<file path="config.mk">
export PLATFORM = sky130hd
export DESIGN_NAME = sha256_byte_stream_hasher_top
export DESIGN_NICKNAME = d
export VERILOG_FILES = /design/src/sv/shabs_pkg.sv /design/src/sv/shabs_dp.sv /design/src/sv/shabs_ctrl.sv /design/src/sv/sha256_byte_stream_hasher_top.sv
export SDC_FILE = /design/constraint.sdc
export NUM_CORES = 2
export LEC_CHECK = 0
export BUFFER_PORTS_ARGS = -buffer_cell sky130_fd_sc_hd__buf_2
export CAP_MARGIN = 10
export CELL_PAD_IN_SITES_DETAIL_PLACEMENT = 0
export CELL_PAD_IN_SITES_GLOBAL_PLACEMENT = 2
export CORE_ASPECT_RATIO = 1.25
export CORE_MARGIN = 5
export CORE_UTILIZATION = 43
export CTS_CLUSTER_DIAMETER = 200
export DETAILED_ROUTE_END_ITERATION = 10
export PLACE_DENSITY = 0.84
export SYNTH_ARGS = -nofsm -noshare
export SYNTH_HDL_FRONTEND = slang
export SYNTH_SLANG_ARGS = --single-unit
</file>
<file path="constraint.sdc">
create_clock -name clock -period 26.8 [get_ports clock]
set_clock_uncertainty 0.2 [all_clocks]
set_input_delay 2.68 -clock clock [delete_from_list [all_inputs] [get_ports clock]]
set_output_delay 2.68 -clock clock [all_outputs]
set_load 0.05 [all_outputs]
</file>
<file path="src/sv/shabs_pkg.sv">
`default_nettype none

package shabs_pkg;

   // Request kinds.
   localparam logic KIND_BYTE = 1'b0;
   localparam logic KIND_END  = 1'b1;

   // Block fill positions and pad byte for padding; last digest word and round.
   localparam logic [5:0] LEN_FILL  = 6'd56;
   localparam logic [5:0] LAST_FILL = 6'd63;
   localparam logic [7:0] PAD_BYTE  = 8'h80;
   localparam logic [2:0] LAST_WORD = 3'd7;
   localparam logic [5:0] LAST_ROUND = 6'd63;

   localparam logic [31:0] INIT_H [8] = '{
      32'h6a09e667, 32'hbb67ae85, 32'h3c6ef372, 32'ha54ff53a,
      32'h510e527f, 32'h9b05688c, 32'h1f83d9ab, 32'h5be0cd19};

   localparam logic [31:0] ROUND_K [64] = '{
      32'h428a2f98, 32'h71374491, 32'hb5c0fbcf, 32'he9b5dba5,
      32'h3956c25b, 32'h59f111f1, 32'h923f82a4, 32'hab1c5ed5,
      32'hd807aa98, 32'h12835b01, 32'h243185be, 32'h550c7dc3,
      32'h72be5d74, 32'h80deb1fe, 32'h9bdc06a7, 32'hc19bf174,
      32'he49b69c1, 32'hefbe4786, 32'h0fc19dc6, 32'h240ca1cc,
      32'h2de92c6f, 32'h4a7484aa, 32'h5cb0a9dc, 32'h76f988da,
      32'h983e5152, 32'ha831c66d, 32'hb00327c8, 32'hbf597fc7,
      32'hc6e00bf3, 32'hd5a79147, 32'h06ca6351, 32'h14292967,
      32'h27b70a85, 32'h2e1b2138, 32'h4d2c6dfc, 32'h53380d13,
      32'h650a7354, 32'h766a0abb, 32'h81c2c92e, 32'h92722c85,
      32'ha2bfe8a1, 32'ha81a664b, 32'hc24b8b70, 32'hc76c51a3,
      32'hd192e819, 32'hd6990624, 32'hf40e3585, 32'h106aa070,
      32'h19a4c116, 32'h1e376c08, 32'h2748774c, 32'h34b0bcb5,
      32'h391c0cb3, 32'h4ed8aa4a, 32'h5b9cca4f, 32'h682e6ff3,
      32'h748f82ee, 32'h78a5636f, 32'h84c87814, 32'h8cc70208,
      32'h90befffa, 32'ha4506ceb, 32'hbef9a3f7, 32'hc67178f2};

   // Where the byte pushed into the block comes from.
   typedef enum logic [1:0] {
      BSRC_DATA,
      BSRC_PAD,
      BSRC_ZERO,
      BSRC_LEN
   } byte_src_type;

   typedef struct packed {
      logic         push;
      byte_src_type src;
      logic         count;
      logic         load_vars;
      logic         round;
      logic         fold;
      logic         restart;
      logic [2:0]   word_sel;
   } dp_cmd_type;

   typedef struct packed {
      logic [5:0] fill;
      logic       round_last;
   } dp_sts_type;

   function automatic logic [31:0] bsig0(input logic [31:0] x);
      return {x[1:0], x[31:2]} ^ {x[12:0], x[31:13]} ^ {x[21:0], x[31:22]};
   endfunction

   function automatic logic [31:0] bsig1(input logic [31:0] x);
      return {x[5:0], x[31:6]} ^ {x[10:0], x[31:11]} ^ {x[24:0], x[31:25]};
   endfunction

   function automatic logic [31:0] ssig0(input logic [31:0] x);
      return {x[6:0], x[31:7]} ^ {x[17:0], x[31:18]} ^ (x >> 3);
   endfunction

   function automatic logic [31:0] ssig1(input logic [31:0] x);
      return {x[16:0], x[31:17]} ^ {x[18:0], x[31:19]} ^ (x >> 10);
   endfunction

endpackage

`default_nettype wire

</file>
<file path="src/sv/shabs_dp.sv">
`default_nettype none

module shabs_dp
   import shabs_pkg::*;
(
   input  wire logic        clock,
   input  wire logic        reset,
   input  wire dp_cmd_type  cmd,
   input  wire logic [7:0]  data_byte,
   output dp_sts_type       sts,
   output logic [31:0]      digest_word
);

   logic [5:0]  fill_ff, fill_in;
   logic [60:0] total_ff, total_in;
   logic [5:0]  round_ff, round_in;
   logic [23:0] acc_ff, acc_in;
   logic [31:0] win_ff [16];
   logic [31:0] win_in [16];
   logic [31:0] var_ff [8];
   logic [31:0] var_in [8];
   logic [31:0] chain_ff [8];
   logic [31:0] chain_in [8];

   logic [63:0] len_shift;
   logic [7:0]  byte_in;
   logic [31:0] sched_w;
   logic [31:0] t1;
   logic [31:0] t2;

   // The message bit length, taken most significant byte first.
   assign len_shift = {total_ff, 3'b000} << {fill_ff[2:0], 3'b000};

   always_comb begin
      case (cmd.src)
         BSRC_DATA: byte_in = data_byte;
         BSRC_PAD:  byte_in = PAD_BYTE;
         BSRC_ZERO: byte_in = 8'h00;
         BSRC_LEN:  byte_in = len_shift[63:56];
         default:   byte_in = 8'h00;
      endcase
   end

   // Schedule word for sixteen rounds ahead, from the rolling window.
   assign sched_w = ssig1(win_ff[14]) + win_ff[9] + ssig0(win_ff[1]) + win_ff[0];

   assign t1 = var_ff[7] + bsig1(var_ff[4])
             + ((var_ff[4] & var_ff[5]) ^ (~var_ff[4] & var_ff[6]))
             + ROUND_K[round_ff] + win_ff[0];
   assign t2 = bsig0(var_ff[0])
             + ((var_ff[0] & var_ff[1]) ^ (var_ff[0] & var_ff[2])
                ^ (var_ff[1] & var_ff[2]));

   always_comb begin
      fill_in  = fill_ff;
      total_in = total_ff;
      round_in = round_ff;
      acc_in   = acc_ff;
      win_in   = win_ff;
      var_in   = var_ff;
      chain_in = chain_ff;
      if (cmd.push) begin
         acc_in  = {acc_ff[15:0], byte_in};
         fill_in = fill_ff + 6'd1;
         if (fill_ff[1:0] == 2'd3) begin
            for (int i = 0; i < 15; i++) begin
               win_in[i] = win_ff[i + 1];
            end
            win_in[15] = {acc_ff, byte_in};
         end
      end
      if (cmd.count) begin
         total_in = total_ff + 61'd1;
      end
      if (cmd.load_vars) begin
         var_in   = chain_ff;
         round_in = 6'd0;
      end
      if (cmd.round) begin
         for (int i = 0; i < 15; i++) begin
            win_in[i] = win_ff[i + 1];
         end
         win_in[15] = sched_w;
         var_in[7] = var_ff[6];
         var_in[6] = var_ff[5];
         var_in[5] = var_ff[4];
         var_in[4] = var_ff[3] + t1;
         var_in[3] = var_ff[2];
         var_in[2] = var_ff[1];
         var_in[1] = var_ff[0];
         var_in[0] = t1 + t2;
         round_in  = round_ff + 6'd1;
      end
      if (cmd.fold) begin
         for (int i = 0; i < 8; i++) begin
            chain_in[i] = chain_ff[i] + var_ff[i];
         end
      end
      if (cmd.restart) begin
         chain_in = INIT_H;
         total_in = 61'd0;
         fill_in  = 6'd0;
      end
   end

   always_ff @(posedge clock) begin
      if (reset) begin
         fill_ff  <= 6'd0;
         total_ff <= 61'd0;
         round_ff <= 6'd0;
         chain_ff <= INIT_H;
      end else begin
         fill_ff  <= fill_in;
         total_ff <= total_in;
         round_ff <= round_in;
         chain_ff <= chain_in;
      end
      acc_ff <= acc_in;
      win_ff <= win_in;
      var_ff <= var_in;
   end

   assign sts.fill       = fill_ff;
   assign sts.round_last = (round_ff == LAST_ROUND);
   assign digest_word    = chain_ff[cmd.word_sel];

endmodule

`default_nettype wire

</file>
<file path="src/sv/shabs_ctrl.sv">
`default_nettype none

module shabs_ctrl
   import shabs_pkg::*;
(
   input  wire logic        clock,
   input  wire logic        reset,
   input  wire logic        req_valid,
   output logic             req_stall,
   input  wire logic        req_kind,
   output logic             rsp_valid,
   input  wire logic        rsp_stall,
   output logic [2:0]       rsp_word_index,
   output logic             rsp_last,
   input  wire dp_sts_type  sts,
   output dp_cmd_type       cmd
);

   typedef enum logic [2:0] {
      ST_IDLE,
      ST_PAD,
      ST_LOAD,
      ST_ROUND,
      ST_FOLD,
      ST_EMIT
   } state_type;

   state_type  state_ff, state_in;
   logic       pad_ff, pad_in;       // message ended, padding under way
   logic       len_ff, len_in;       // length bytes being written
   logic       final_ff, final_in;   // block in flight is the last one
   logic       valid_ff, valid_in;
   logic [2:0] idx_ff, idx_in;

   always_comb begin
      state_in = state_ff;
      pad_in   = pad_ff;
      len_in   = len_ff;
      final_in = final_ff;
      valid_in = valid_ff;
      idx_in   = idx_ff;
      cmd      = '0;
      cmd.src      = BSRC_DATA;
      cmd.word_sel = idx_ff;
      case (state_ff)
         ST_IDLE: begin
            if (req_valid) begin
               cmd.push = 1'b1;
               if (req_kind == KIND_END) begin
                  cmd.src  = BSRC_PAD;
                  pad_in   = 1'b1;
                  state_in = ST_PAD;
               end else begin
                  cmd.count = 1'b1;
               end
               if (sts.fill == LAST_FILL) begin
                  state_in = ST_LOAD;
               end
            end
         end
         ST_PAD: begin
            cmd.push = 1'b1;
            if (len_ff || sts.fill == LEN_FILL) begin
               cmd.src = BSRC_LEN;
               len_in  = 1'b1;
            end else begin
               cmd.src = BSRC_ZERO;
            end
            if (sts.fill == LAST_FILL) begin
               final_in = len_in;
               state_in = ST_LOAD;
            end
         end
         ST_LOAD: begin
            cmd.load_vars = 1'b1;
            state_in      = ST_ROUND;
         end
         ST_ROUND: begin
            cmd.round = 1'b1;
            if (sts.round_last) begin
               state_in = ST_FOLD;
            end
         end
         ST_FOLD: begin
            cmd.fold = 1'b1;
            if (final_ff) begin
               valid_in = 1'b1;
               idx_in   = 3'd0;
               state_in = ST_EMIT;
            end else if (pad_ff) begin
               state_in = ST_PAD;
            end else begin
               state_in = ST_IDLE;
            end
         end
         ST_EMIT: begin
            if (!rsp_stall) begin
               if (idx_ff == LAST_WORD) begin
                  cmd.restart = 1'b1;
                  valid_in    = 1'b0;
                  pad_in      = 1'b0;
                  len_in      = 1'b0;
                  final_in    = 1'b0;
                  state_in    = ST_IDLE;
               end else begin
                  idx_in = idx_ff + 3'd1;
               end
            end
         end
         default: begin
            state_in = ST_IDLE;
         end
      endcase
   end

   always_ff @(posedge clock) begin
      if (reset) begin
         state_ff <= ST_IDLE;
         pad_ff   <= 1'b0;
         len_ff   <= 1'b0;
         final_ff <= 1'b0;
         valid_ff <= 1'b0;
         idx_ff   <= 3'd0;
      end else begin
         state_ff <= state_in;
         pad_ff   <= pad_in;
         len_ff   <= len_in;
         final_ff <= final_in;
         valid_ff <= valid_in;
         idx_ff   <= idx_in;
      end
   end

   assign req_stall      = (state_ff != ST_IDLE);
   assign rsp_valid      = valid_ff;
   assign rsp_word_index = idx_ff;
   assign rsp_last       = (idx_ff == LAST_WORD);

   a_valid_in_emit: assert property (@(posedge clock) disable iff (reset)
      valid_ff == (state_ff == ST_EMIT))
      else $error("result valid out of step with the emit state");

   a_round_entry: assert property (@(posedge clock) disable iff (reset)
      state_ff == ST_ROUND |-> $past(state_ff) == ST_ROUND || $past(state_ff) == ST_LOAD)
      else $error("rounds entered without loading the working variables");

   a_emit_block_empty: assert property (@(posedge clock) disable iff (reset)
      state_ff == ST_EMIT |-> sts.fill == 6'd0)
      else $error("digest emitted with a partly filled block");

   a_final_has_length: assert property (@(posedge clock) disable iff (reset)
      (state_ff == ST_FOLD && final_ff) |-> len_ff && pad_ff)
      else $error("final block folded without the length field");

endmodule

`default_nettype wire

</file>
<file path="src/sv/sha256_byte_stream_hasher_top.sv">
// SHA-256 byte stream hasher.
// The request channel (req_valid, req_stall, req_kind, req_data_byte) takes
// one item per message byte with req_kind low, and one end-of-message item
// with req_kind high; req_data_byte is ignored on the end item.
// The response channel (rsp_valid, rsp_stall, rsp_digest_word,
// rsp_word_index, rsp_last) returns the eight digest words of each message,
// word 0 first, with rsp_last set on word 7. Empty messages are hashed too.
// The byte that completes a 64-byte block starts a compression, during which
// req_stall is high: the working variables are loaded, 64 rounds pass
// through the single round unit, and the result is folded into the chaining
// value. No new byte is taken until that fold is done.
// After the end item the block pads itself one byte per cycle (up to 64
// bytes, or up to 72 when the length no longer fits) with a compression
// after each full block, then offers the digest words once the last block
// is folded. A stalled receiver simply holds the current word; nothing else
// moves until it is taken.
// Synchronous reset returns the chaining value to the initial hash and
// clears the byte counters; no clearing pass is needed.
`default_nettype none

module sha256_byte_stream_hasher_top
   import shabs_pkg::*;
(
   input  wire logic        clock,
   input  wire logic        reset,
   input  wire logic        req_valid,
   output logic             req_stall,
   input  wire logic        req_kind,
   input  wire logic [7:0]  req_data_byte,
   output logic             rsp_valid,
   input  wire logic        rsp_stall,
   output logic [31:0]      rsp_digest_word,
   output logic [2:0]       rsp_word_index,
   output logic             rsp_last
);

   // Commands from the controller to the datapath, and status back.
   dp_cmd_type cmd;
   dp_sts_type sts;

   // The controller sequences byte pushes, padding, rounds and the digest
   // read-out; it also owns both handshakes.
   shabs_ctrl u_ctrl (
      .clock          (clock),
      .reset          (reset),
      .req_valid      (req_valid),
      .req_stall      (req_stall),
      .req_kind       (req_kind),
      .rsp_valid      (rsp_valid),
      .rsp_stall      (rsp_stall),
      .rsp_word_index (rsp_word_index),
      .rsp_last       (rsp_last),
      .sts            (sts),
      .cmd            (cmd)
   );

   // The datapath holds the block as a sixteen-word schedule window, the
   // working variables, the chaining value and the byte counters.
   shabs_dp u_dp (
      .clock       (clock),
      .reset       (reset),
      .cmd         (cmd),
      .data_byte   (req_data_byte),
      .sts         (sts),
      .digest_word (rsp_digest_word)
   );

endmodule

`default_nettype wire
</file>
==> out/results.tsv <==
stage	metric	value	unit
status	status	finished, final reports clean	
cts	Clock Sinks	1131	
cts	clk buf depth	3	
global_routing	number of global-route vias before repair	49900	
synth	Mapped Cells	6718	
flow_run	max cap viols	0	
sta	Setup-failing EPs final	0	
layout	commonest non-fill, non-tap cell in the layout	nand2_1	
floorplan	core area	159000	um2
setup_path	CP Launch Type	flip-flop	
synth	adder-cell share of the synthesized area	0.133	
synth	Synthesis Warnings	0	
synth	top_reg_cell synth	edfxtp_1	
sta	Fin Setup TNS	0	ps
floorplan	IO Pins	51	
synth	largest family of logic cells by synthesized area	compound AO/OA/AOI/OAI gates	
sta	Max Clk Rate	91.2	MHz
sta	Final Max Tran Viols	0	
placed_design	detailed placement HPWL	178000	um
sta	Slew HR	0.181	
detailed_routing	Total Wirelength	238000	um
cts	hold-fix buffers at CTS	0	
synth	Synth async-reset ratio	0	
global_routing	global router's overall resource usage	0.277	
floorplan	Die W	368	um
cts	Worst-Skew Late Latency	790	ps
floorplan	Cell Rows	164	
detailed_routing	via count	51100	
setup_path	slowest library cell on the worst path	ha_1	
synth	sequential area share after synthesis	0.445	
global_routing	antenna violations before repair	8	
detailed_routing	WL/cell	26.9	um
synth	compound-gate portion of the synthesized area	0.144	
cts	post-CTS sizing	0	
sta	unrepaired setup endpoints after global routing	false	
setup_path	Arrival @ worst endpoint	11250	ps
floorplan	die area	168000	um2
layout	FILL cells	14800	
detailed_routing	Via density	5.77	
layout	P&R area growth vs syn	9.53	%
sta	period utilization	0.409	
setup_path	Setup Crit Path Kind	reg -> reg	
sta	Fin. Hold Viols	0	
detailed_routing	# DRC	0	
cts	CTS tree	built	
setup_path	reg2reg setup slack	15830	ps
layout	layout cells sized above 1	0.0758	
synth	Synth cell types	96	
detailed_routing	DRT iter0 DRCs	4530	
synth	Net Count, Synth	7322	
layout	most frequent cells in the layout	nand2_1, edfxtp_1, a21oi_1	
cts	Setup Buffers After CTS	0	
placed_design	GPL Wtd Cong	0.949	
layout	Sequential Area	30600	um2
min_path	HP Class	reg -> reg	
global_routing	GRT overflow	0	
global_routing	largest net degree at the start of global routing	179	
cts	Reg clk slew, reported paths	60	ps
cts	number of buffers created by CTS	119	
floorplan	Initial Util	0.431	
detailed_routing	drt first pass iters	8	
layout	area of the multi-input gates	35900	um2
cts	# H-tree levels	3	
setup_path	CP required	27080	ps
setup_path	most frequent CP cell	fa_1	
layout	nets@finish	7266	
cts	Root Driver	clkbuf_16	
sta	crit path time final	10970	ps
synth	Synth Area in Simple Gates	0.126	
placed_design	Port Buffers	50	
setup_path	CP Max Fanout	32	
synth	syn avg cell area	10.2	um2
global_routing	first-pass GRT wire length	344000	um
synth	EDFF count, synth	792	
synth	post-synthesis mux area share	0.0406	
detailed_routing	post-route ant nets	0	
setup_path	CP bufs+invs	5	
setup_path	Worst setup EP type	flip-flop	
setup_path	CP delay by family, top	compound AO/OA/AOI/OAI gates	
sta	Slew @ Worst Pin	1210	ps
setup_path	max incr delay on CP	910	ps
floorplan	Die Ht	457	um
synth	netlist area before placement	68700	um2
synth	Synth Register Bits	1131	
synth	XOR/XNOR Fraction of Synth Area	0.0783	
-- through the flow --
| step | hold slack, ps | cell area, um2 | cells | util | setup WS, ps |
|---|---|---|---|---|---|
| 6_report | 200 | 75200 | 8845 | 0.472 | 15830 |
| 5_1_grt | 210 | 75200 | 8844 | 0.472 | 15220 |
| 4_1_cts | 210 | 75200 | 8842 | 0.472 | 15830 |
| 3_5_place_dp | 205 | 71100 | 8616 | 0.446 | 15920 |
| 3_3_place_gp | 201 | 71100 | 8616 | 0.446 | 15880 |
| 2_1_floorplan | 200 | 68700 | 6718 | - | 7830 |
-- synth_stat cells (33+ instances only) --
cell / instances / area (um2)
nand2_1: 1133 / 4250
nor2_1: 361 / 1360
fa_1: 195 / 3900
nor2b_1: 50 / 313
xnor2_1: 401 / 3510
o21a_1: 68 / 510
o21ai_0: 360 / 1800
nand4_1: 33 / 206
a31oi_1: 45 / 282
edfxtp_1: 792 / 23800
mux2_2: 43 / 484
or3_1: 38 / 238
a21o_1: 147 / 1100
a211oi_1: 65 / 488
and3_1: 42 / 263
dfxtp_1: 339 / 6790
nand3_1: 108 / 541
nor3_1: 76 / 380
clkbuf_1: 281 / 1050
mux2i_1: 41 / 410
xor2_1: 213 / 1870
o31ai_1: 33 / 248
o211ai_1: 100 / 751
inv_1: 288 / 1080
mux4_2: 84 / 1890
o21bai_1: 51 / 383
ha_1: 396 / 4950
a21oi_1: 493 / 2470
nand2b_1: 78 / 488
-- sequential cells by signal, indices dropped and copies added, names as in the netlist --
name	flops
u_dp.win_ff	512
u_dp.chain_ff	256
u_dp.var_ff	256
u_dp.total_ff	61
u_dp.acc_ff	24
u_dp.fill_ff	6
u_dp.round_ff	6
u_ctrl.rsp_word_index	3
u_ctrl.state_ff	3
u_ctrl.final_ff	1
u_ctrl.len_ff	1
u_ctrl.pad_ff	1
u_ctrl.rsp_valid	1
-- cell type report --
class / instances / share of cell area
Multi-Input combinational cell: 4978 / 0.477
Clock inverter: 72 / 0.0112
Antenna cell: 3 / 0.0000998
Sequential cell: 1131 / 0.406
Timing Repair Buffer: 137 / 0.0123
Inverter: 295 / 0.0148
Clock buffer: 154 / 0.0436
Tap cell: 2075 / 0.0345
-- logic make-up (layout without fill, tap and decap cells) --
group	after synthesis	after routing
other cells	0	3
fa+ha+maj	617	617
xor+xnor	614	614
compound gates	1576	1576
simple gates	2003	2003
buf+inv	609	658
mux	168	168
flops	1131	1131
-- routing by layer --
metal / GRT usage / wire length, um / part of all wire
met5: 0 / 7 / 0.000029
met4: 0.155 / 15900 / 0.067
met3: 0.0285 / 10900 / 0.046
met2: 0.477 / 117000 / 0.49
met1: 0.340 / 94600 / 0.40
-- final timing paths --
path	startpoint	endpoint	depth (start not counted)
setup reg to reg	u_dp.round_ff[0]	u_dp.var_ff[126]	40
hold reg to reg	u_dp.win_ff[76]	u_dp.win_ff[108]	0
setup / recovery	u_dp.round_ff[0]	u_dp.var_ff[126]	40
hold / removal	u_dp.win_ff[76]	u_dp.win_ff[108]	0
Power is left out: the tool's default activity adds up to more than one toggle a clock period on the data nets, which glitch-free logic cannot reach.
